==> src/hw/rtl/lz78be_pkg.sv <==
// shared types and constants for the lz78 byte encoder
// no dependencies
`timescale 1ns / 1ps

package lz78be_pkg;

    localparam int DICT_SIZE_DEF = 256;
    localparam int BYTE_W        = 8;

    // commands from the controller to the datapath
    typedef struct packed {
        logic start;       // request accepted, latch byte and set up the scan
        logic scan_en;     // advance the dictionary scan by one entry
        logic hit_step;    // hit without end of stream, move the match
        logic hit_flush;   // hit on the last byte, emit the index alone
        logic miss;        // no entry found, add one and emit the pair
    } lz78be_cmd_t;

    // status from the datapath to the controller
    typedef struct packed {
        logic hit;         // registered entry matches (match, byte)
        logic exhausted;   // every entry compared, none matched
        logic last;        // current byte ends the stream
        logic out_free;    // result register can take a new result
    } lz78be_stat_t;

endpackage

==> src/hw/rtl/lz78be_dp.sv <==
// datapath of the lz78 byte encoder: dictionary memory, scan, match and result register
// depends on lz78be_pkg
`timescale 1ns / 1ps

module lz78be_dp
    import lz78be_pkg::*;
#(
    parameter int DICT_SIZE = DICT_SIZE_DEF,
    localparam int IDX_W    = $clog2(DICT_SIZE),
    localparam int ENT_W    = IDX_W + BYTE_W
) (
    input  logic               aclk,
    input  logic               aresetn,
    input  lz78be_cmd_t        cmd,
    output lz78be_stat_t       stat,
    input  logic [BYTE_W-1:0]  in_byte,
    input  logic               in_last,
    output logic               out_valid,
    input  logic               out_ready,
    output logic [IDX_W-1:0]   out_prefix,
    output logic [BYTE_W-1:0]  out_symbol,
    output logic               out_has_symbol
);

    logic [ENT_W-1:0]  mem [DICT_SIZE];

    logic [BYTE_W-1:0] byte_reg;
    logic              last_reg;
    logic [IDX_W-1:0]  count_reg, count_next;
    logic [IDX_W-1:0]  match_reg, match_next;
    logic [IDX_W-1:0]  addr_reg, addr_next;
    logic              issuing_reg, issuing_next;
    logic              rd_valid_reg, rd_valid_next;
    logic [IDX_W-1:0]  rd_idx_reg;
    logic [ENT_W-1:0]  rd_data_reg;
    logic              m_valid_reg, m_valid_next;
    logic [IDX_W-1:0]  prefix_reg;
    logic [BYTE_W-1:0] symbol_reg;
    logic              has_symbol_reg;

    logic              full;
    logic              rd_en;
    logic              take;
    logic [IDX_W-1:0]  wr_addr;

    assign full    = (count_reg == IDX_W'(DICT_SIZE - 1));
    assign rd_en   = cmd.scan_en && issuing_reg;
    assign take    = cmd.hit_flush || cmd.miss;
    assign wr_addr = count_reg + IDX_W'(1);

    assign stat.hit       = rd_valid_reg && (rd_data_reg == {match_reg, byte_reg});
    assign stat.exhausted = !issuing_reg && !rd_valid_reg;
    assign stat.last      = last_reg;
    assign stat.out_free  = !m_valid_reg || out_ready;

    always_comb begin
        count_next    = count_reg;
        match_next    = match_reg;
        addr_next     = addr_reg;
        issuing_next  = issuing_reg;
        rd_valid_next = rd_valid_reg;
        if (cmd.start) begin
            // a full dictionary starts over; the match is always the root here
            if (full) begin
                count_next = '0;
                match_next = '0;
            end
            addr_next     = IDX_W'(1);
            issuing_next  = !full && (count_reg != '0);
            rd_valid_next = 1'b0;
        end else if (cmd.scan_en) begin
            if (issuing_reg) begin
                addr_next     = addr_reg + IDX_W'(1);
                issuing_next  = (addr_reg != count_reg);
                rd_valid_next = 1'b1;
            end else begin
                rd_valid_next = 1'b0;
            end
        end else if (cmd.hit_step) begin
            match_next    = rd_idx_reg;
            issuing_next  = 1'b0;
            rd_valid_next = 1'b0;
        end else if (cmd.hit_flush) begin
            count_next    = '0;
            match_next    = '0;
            issuing_next  = 1'b0;
            rd_valid_next = 1'b0;
        end else if (cmd.miss) begin
            count_next = last_reg ? '0 : wr_addr;
            match_next = '0;
        end
    end

    always_comb begin
        if (take) begin
            m_valid_next = 1'b1;
        end else if (out_ready) begin
            m_valid_next = 1'b0;
        end else begin
            m_valid_next = m_valid_reg;
        end
    end

    always_ff @(posedge aclk) begin
        if (!aresetn) begin
            count_reg    <= '0;
            match_reg    <= '0;
            issuing_reg  <= 1'b0;
            rd_valid_reg <= 1'b0;
            m_valid_reg  <= 1'b0;
        end else begin
            count_reg    <= count_next;
            match_reg    <= match_next;
            issuing_reg  <= issuing_next;
            rd_valid_reg <= rd_valid_next;
            m_valid_reg  <= m_valid_next;
        end
    end

    always_ff @(posedge aclk) begin
        addr_reg <= addr_next;
        if (cmd.start) begin
            byte_reg <= in_byte;
            last_reg <= in_last;
        end
        if (take) begin
            prefix_reg     <= cmd.miss ? match_reg : rd_idx_reg;
            symbol_reg     <= cmd.miss ? byte_reg : '0;
            has_symbol_reg <= cmd.miss;
        end
    end

    // single port dictionary: entry holds {parent, symbol}
    always_ff @(posedge aclk) begin
        if (cmd.miss) begin
            mem[wr_addr] <= {match_reg, byte_reg};
        end
        if (rd_en) begin
            rd_data_reg <= mem[addr_reg];
            rd_idx_reg  <= addr_reg;
        end
    end

    assign out_valid      = m_valid_reg;
    assign out_prefix     = prefix_reg;
    assign out_symbol     = symbol_reg;
    assign out_has_symbol = has_symbol_reg;

endmodule

==> src/hw/rtl/lz78be_ctrl.sv <==
// controller of the lz78 byte encoder: takes requests and steers the dictionary scan
// depends on lz78be_pkg
`timescale 1ns / 1ps

module lz78be_ctrl
    import lz78be_pkg::*;
(
    input  logic          aclk,
    input  logic          aresetn,
    input  logic          in_valid,
    output logic          in_ready,
    input  lz78be_stat_t  stat,
    output lz78be_cmd_t   cmd
);

    typedef enum logic [1:0] {
        ST_IDLE = 2'b01,
        ST_SCAN = 2'b10
    } state_t;

    state_t state_reg, state_next;

    always_comb begin
        state_next = state_reg;
        cmd        = '0;
        in_ready   = 1'b0;
        unique case (state_reg)
            ST_IDLE: begin
                in_ready = 1'b1;
                if (in_valid) begin
                    cmd.start  = 1'b1;
                    state_next = ST_SCAN;
                end
            end
            ST_SCAN: begin
                if (stat.hit) begin
                    if (!stat.last) begin
                        cmd.hit_step = 1'b1;
                        state_next   = ST_IDLE;
                    end else if (stat.out_free) begin
                        cmd.hit_flush = 1'b1;
                        state_next    = ST_IDLE;
                    end
                end else if (stat.exhausted) begin
                    if (stat.out_free) begin
                        cmd.miss   = 1'b1;
                        state_next = ST_IDLE;
                    end
                end else begin
                    cmd.scan_en = 1'b1;
                end
            end
            default: begin
                state_next = ST_IDLE;
            end
        endcase
    end

    always_ff @(posedge aclk) begin
        if (!aresetn) begin
            state_reg <= ST_IDLE;
        end else begin
            state_reg <= state_next;
        end
    end

endmodule

==> src/hw/rtl/lz78_byte_encoder.sv <==
// lz78 byte encoder, top level: joins the controller and the datapath
// depends on lz78be_pkg, lz78be_ctrl, lz78be_dp
//
// usage
//   input stream: one byte per request on s_tdata, s_tlast marks the last
//   byte of a stream. output stream: one result per new phrase on m_tdata
//   (prefix index, then symbol), m_tuser = has_symbol; a stream that ends
//   inside a match closes with the index alone and m_tuser low.
// timing
//   each byte is compared against the dictionary one entry a cycle, through
//   the single read port of the dictionary memory, which holds at most
//   DICT_SIZE - 1 entries. a result is registered once the scan ends and
//   the result register is free; s_tready is high only between bytes.
// reset and stall
//   reset empties the dictionary (entry count to zero, no memory sweep) and
//   puts the match at the root. the end of a stream does the same. a stalled
//   receiver holds the result register; the next byte is still taken, and
//   its own result waits until the register frees.
`timescale 1ns / 1ps

module lz78_byte_encoder
    import lz78be_pkg::*;
#(
    parameter int DICT_SIZE = DICT_SIZE_DEF,
    localparam int IDX_W    = $clog2(DICT_SIZE),
    localparam int OUT_W    = IDX_W + BYTE_W,
    localparam int TDATA_W  = ((OUT_W + 7) / 8) * 8
) (
    input  logic               aclk,
    input  logic               aresetn,
    input  logic               s_tvalid,
    output logic               s_tready,
    input  logic [BYTE_W-1:0]  s_tdata,    // data_byte
    input  logic               s_tlast,    // end_of_stream
    output logic               m_tvalid,
    input  logic               m_tready,
    output logic [TDATA_W-1:0] m_tdata,    // prefix_index, symbol, zero fill
    output logic               m_tuser     // has_symbol
);

    lz78be_cmd_t       cmd;
    lz78be_stat_t      stat;
    logic [IDX_W-1:0]  out_prefix;
    logic [BYTE_W-1:0] out_symbol;

    lz78be_ctrl u_ctrl (
        .aclk     (aclk),
        .aresetn  (aresetn),
        .in_valid (s_tvalid),
        .in_ready (s_tready),
        .stat     (stat),
        .cmd      (cmd)
    );

    lz78be_dp #(
        .DICT_SIZE (DICT_SIZE)
    ) u_dp (
        .aclk           (aclk),
        .aresetn        (aresetn),
        .cmd            (cmd),
        .stat           (stat),
        .in_byte        (s_tdata),
        .in_last        (s_tlast),
        .out_valid      (m_tvalid),
        .out_ready      (m_tready),
        .out_prefix     (out_prefix),
        .out_symbol     (out_symbol),
        .out_has_symbol (m_tuser)
    );

    assign m_tdata = TDATA_W'({out_symbol, out_prefix});

endmodule

==> config.mk <==
export PLATFORM = sky130hd
export DESIGN_NAME = lz78_byte_encoder
export DESIGN_NICKNAME = d
export VERILOG_FILES = /design/src/hw/rtl/lz78be_pkg.sv /design/src/hw/rtl/lz78be_dp.sv /design/src/hw/rtl/lz78be_ctrl.sv /design/src/hw/rtl/lz78_byte_encoder.sv
export SDC_FILE = /design/constraint.sdc
export NUM_CORES = 2
export LEC_CHECK = 0
export ABC_AREA = 0
export BUFFER_PORTS_ARGS = -buffer_cell sky130_fd_sc_hd__buf_2
export CAP_MARGIN = 20
export CORE_MARGIN = 5
export CORE_UTILIZATION = 30
export DETAILED_ROUTE_END_ITERATION = 10
export PLACE_DENSITY = 0.56
export SYNTH_ARGS = -nofsm -noshare
export SYNTH_HDL_FRONTEND = slang
export SYNTH_SLANG_ARGS = --single-unit
==> constraint.sdc <==
create_clock -name aclk -period 11.4 [get_ports aclk]
set_input_delay 0 -clock aclk [delete_from_list [all_inputs] [get_ports aclk]]
set_output_delay 0 -clock aclk [all_outputs]
set_load 0.1 [all_outputs]
==> results.md <==
* Wire per inst at 32.3 um
* CTS tree: done
* Grt total ovfl at 0
* H-tree levels at 5
* Clk network pwr share at 45.1%
* Max Root-Sink Buffers at 4
* DR pass1 iterations at 8
* Adder-cell share of the synthesized area at 0.0698%
* Post-Syn Area at 161000 um^2
* Final setup TNS at 0 ns
* Switching power at 6.25 mW
* Final Hold Viols at 0
* LEAKAGE at 55.1 nW
* Starting density of the core at 30.1%
* CP Capture Type: register
* Netlist cell types at 79
* Fill cell count at 49400
* Combinational share of power at 1.0%
* Worst-Skew Late Latency at 1.00 ns
* Worst reg2reg startpoint: u_dp.addr_reg[1]
* Reg-to-Reg End: u_dp.rd_data_reg[1]
* CTS Sinks at 4175
* Worst Hold Class: in2reg
* Synth Area in Compound Gates at 3.49%
* Post-Synth Simple-Gate Area at 1.83%
* Reg clk slew, reported paths at 0.06 ns
* Seq/Total Area, Yosys at 77.6%
* Setup Crit Path Kind: reg2reg
* Mux cell area share after synthesis at 15.0%
* Die extent in y at 743 um
* Largest family of logic cells by synthesized area: multiplexers
* Placed Area at 172000 um^2
* Reg-to-reg slack, setup at 5.57 ns
* Mean Syn Cell Area at 21.6 um^2
* Dominant synthesized flop cell: edfxtp_1
* Least-Margin Pin Slew at 1.25 ns
* Top cells by area, synth: edfxtp_1 77%, mux4_2 12%, mux2i_1 2.5%
* Finished Layout Cells at 15500
* Pin count of the biggest net entering global routing at 203
* Fin util at 34.8%
* Worst setup margin at 5.57 ns
* Synth async-reset ratio at 0%
* Power Internal at 25.0 mW
* Nets at 8014
* Placed Instances at 14700
* Most common cell after layout, fill and taps aside: edfxtp_1
* Chip Width at 743 um
* Row count at 269
* Cells on worst reg2reg path at 9
* Full die area at 552000 um^2
* IO Count at 32
* RSZ-0062 raised after global routing: false
* Tcrit/Tclk final at 51.2%
* Final slew viol count at 0
* Finished Cell Area at 187000 um^2
* Switching Share at 20.0%
* Post-Syn Instances at 7468
* Area grow syn2layout at 15.7%
* Slew HR at 16.5%
* Detailed-route via count at 83400
* DR iter-0 viols at 12600
* Worst-path fanout max at 114
* Pwr Total at 31.3 mW
* EDFF count, synth at 4146
* Max Clock Skew at 0.0626 ns
* Worst hold start: m_tready
* Reg area at 125000 um^2
* Pre-CTS setup slack at 5.65 ns
* Hold Crit Endpoint: u_dp.out_valid
* Post-synthesis xor/xnor area fraction at 0.234%
* GR Util All Layers at 17.7%
* Synthesis-stage register bit count at 4175
* Core footprint at 536000 um^2
* Largest register FFs at 4096
* Multi-input gate area at 33700 um^2
* Share of cells above drive strength 1 at 26.1%
* Routed Antenna Nets at 0
* Clock Tree Root: clkbuf_16
* Fmax achieved at 171 MHz
* Sequential share of power at 53.9%
* Synth area leader: edfxtp_1
* Final setup vio count at 0
* Startpoint types: register
* HPWL Detailed at 298 mm
* CP Data Required Time at 12.14 ns
* Resized cells post-CTS at 0
* WP data arrival at 6.58 ns
* Global-route wire length before repair at 688 mm
* YS warnings at 0
* Initial antenna violation count at 37
* WHS at 0.0853 ns
* Commonest cells after routing, fill and taps aside: 4146 x edfxtp_1, 881 x mux4_2, 436 x clkbuf_16, 410 x buf_4, 402 x mux2i_1
* Max-capacitance violation count at 0
* Yosys top cell area share at 77.2%
* DRC violations left at 0
* Power per Cell Area at 168 nW/um^2
* Fin crit period at 5.83 ns
* GPL Wtd Cong at 0.843
* Max VDD drop at 0.145 mV
* IO Port Bufs at 31
* Syn_nets at 7490
* Hold Crit Depth at 5
* DR vias/cell at 5.36
* Status: finished clean
* Total clock buffers created by CTS at 429
* Number of global-route vias before repair at 82100
* Detailed Route WL at 502 mm
-- synth_stat cells, types with 7 or more instances --
cell type / count
mux4_2: 881
xnor2_1: 20
mux2i_1: 402
o21ai_1: 18
buf_8: 26
buf_12: 16
buf_6: 46
dfxtp_1: 29
a2111oi_0: 7
and2_1: 16
a22o_1: 21
clkbuf_1: 131
o21a_1: 8
xor2_1: 23
nand2_1: 175
nand3_1: 61
buf_2: 150
a211oi_1: 62
nand2b_1: 9
o31ai_1: 8
o21ai_0: 54
mux2_2: 15
a21oi_1: 187
nand4_1: 12
o32ai_1: 7
a221o_1: 7
o211ai_1: 23
and3_1: 7
a211o_1: 12
nor4_1: 8
o221ai_1: 38
inv_1: 10
buf_1: 16
a221oi_1: 56
o22ai_1: 61
nor2b_1: 12
ha_1: 9
buf_4: 51
a31oi_1: 29
nor3_1: 19
a22oi_1: 166
edfxtp_1: 4146
nor2_1: 330
-- cell families (layout without fill, tap and decap cells) --
kind of cell | after synthesis | after routing
flip-flops | 4175 | 4175
XOR/XNOR | 43 | 43
other | 0 | 16
buffers and inverters | 449 | 1331
AO/OA/AOI/OAI | 811 | 811
multiplexers | 1301 | 1301
adder cells (fa/ha/maj) | 9 | 9
AND/OR/NAND/NOR | 680 | 680
-- worst max path at each step --
stage                     slack [ns]                    to              start  cells past startpoint
after CTS                       5.66   u_dp.rd_data_reg[1]   u_dp.addr_reg[0]                      8
after detailed placement        5.65   u_dp.rd_data_reg[1]   u_dp.addr_reg[0]                      8
after global routing            5.38   u_dp.rd_data_reg[1]   u_dp.addr_reg[0]                      8
after global placement          5.33  u_dp.rd_data_reg[14]   u_dp.addr_reg[1]                     10
after floorplan                 5.37     u_dp.match_reg[0]  u_dp.match_reg[7]                      8
final                           5.57   u_dp.rd_data_reg[1]   u_dp.addr_reg[1]                      9
-- what timing repair did --
action / 4_1_cts / 5_1_grt
hold endpoints to repair: 32 / 0
buffers inserted: 0 / 0
hold buffers: 23 / 0
-- cell type report --
class / instances / area share [%]
Clock buffer: 518 / 6.01
Tap cell: 7181 / 4.82
Clock inverter: 271 / 1.52
Antenna cell: 16 / 0.0215
Multi-Input combinational cell: 2844 / 18.0
Timing Repair Buffer: 529 / 2.47
Sequential cell: 4175 / 67.1
Inverter: 13 / 0.0315
-- power by group through the flow --
stage	clock (mW)	combinational [mW]	sequential [mW]
global placement	0	0.287	17.2
finish	14.1	0.316	16.8
global route	14.9	0.329	16.8
floorplan	0	0.0341	17.3
CTS	14.3	0.313	16.8
detailed placement	0	0.307	17.2
-- per-layer routing --
layer  vias up  part of all wire (%)  track usage (%)
met3       849                    10             3.99
li1      32600                     -                -
met1     45300                    40             24.3
met2      4734                    46             27.6
met5         -                 0.011                0
met4        10                   3.9             6.16
-- critical path: stages, from the launching register on --
cell	delay, ns
dfxtp_4	0.68
buf_12	0.46
buf_12	0.56
buf_4	0.71
mux4_2	0.43
mux2i_1	0.27
o22ai_1	0.24
o22ai_1	0.62
o2111ai_1	0.73
a32o_1	0.45
No activity file was read; power rests on OpenSTA's default activity.
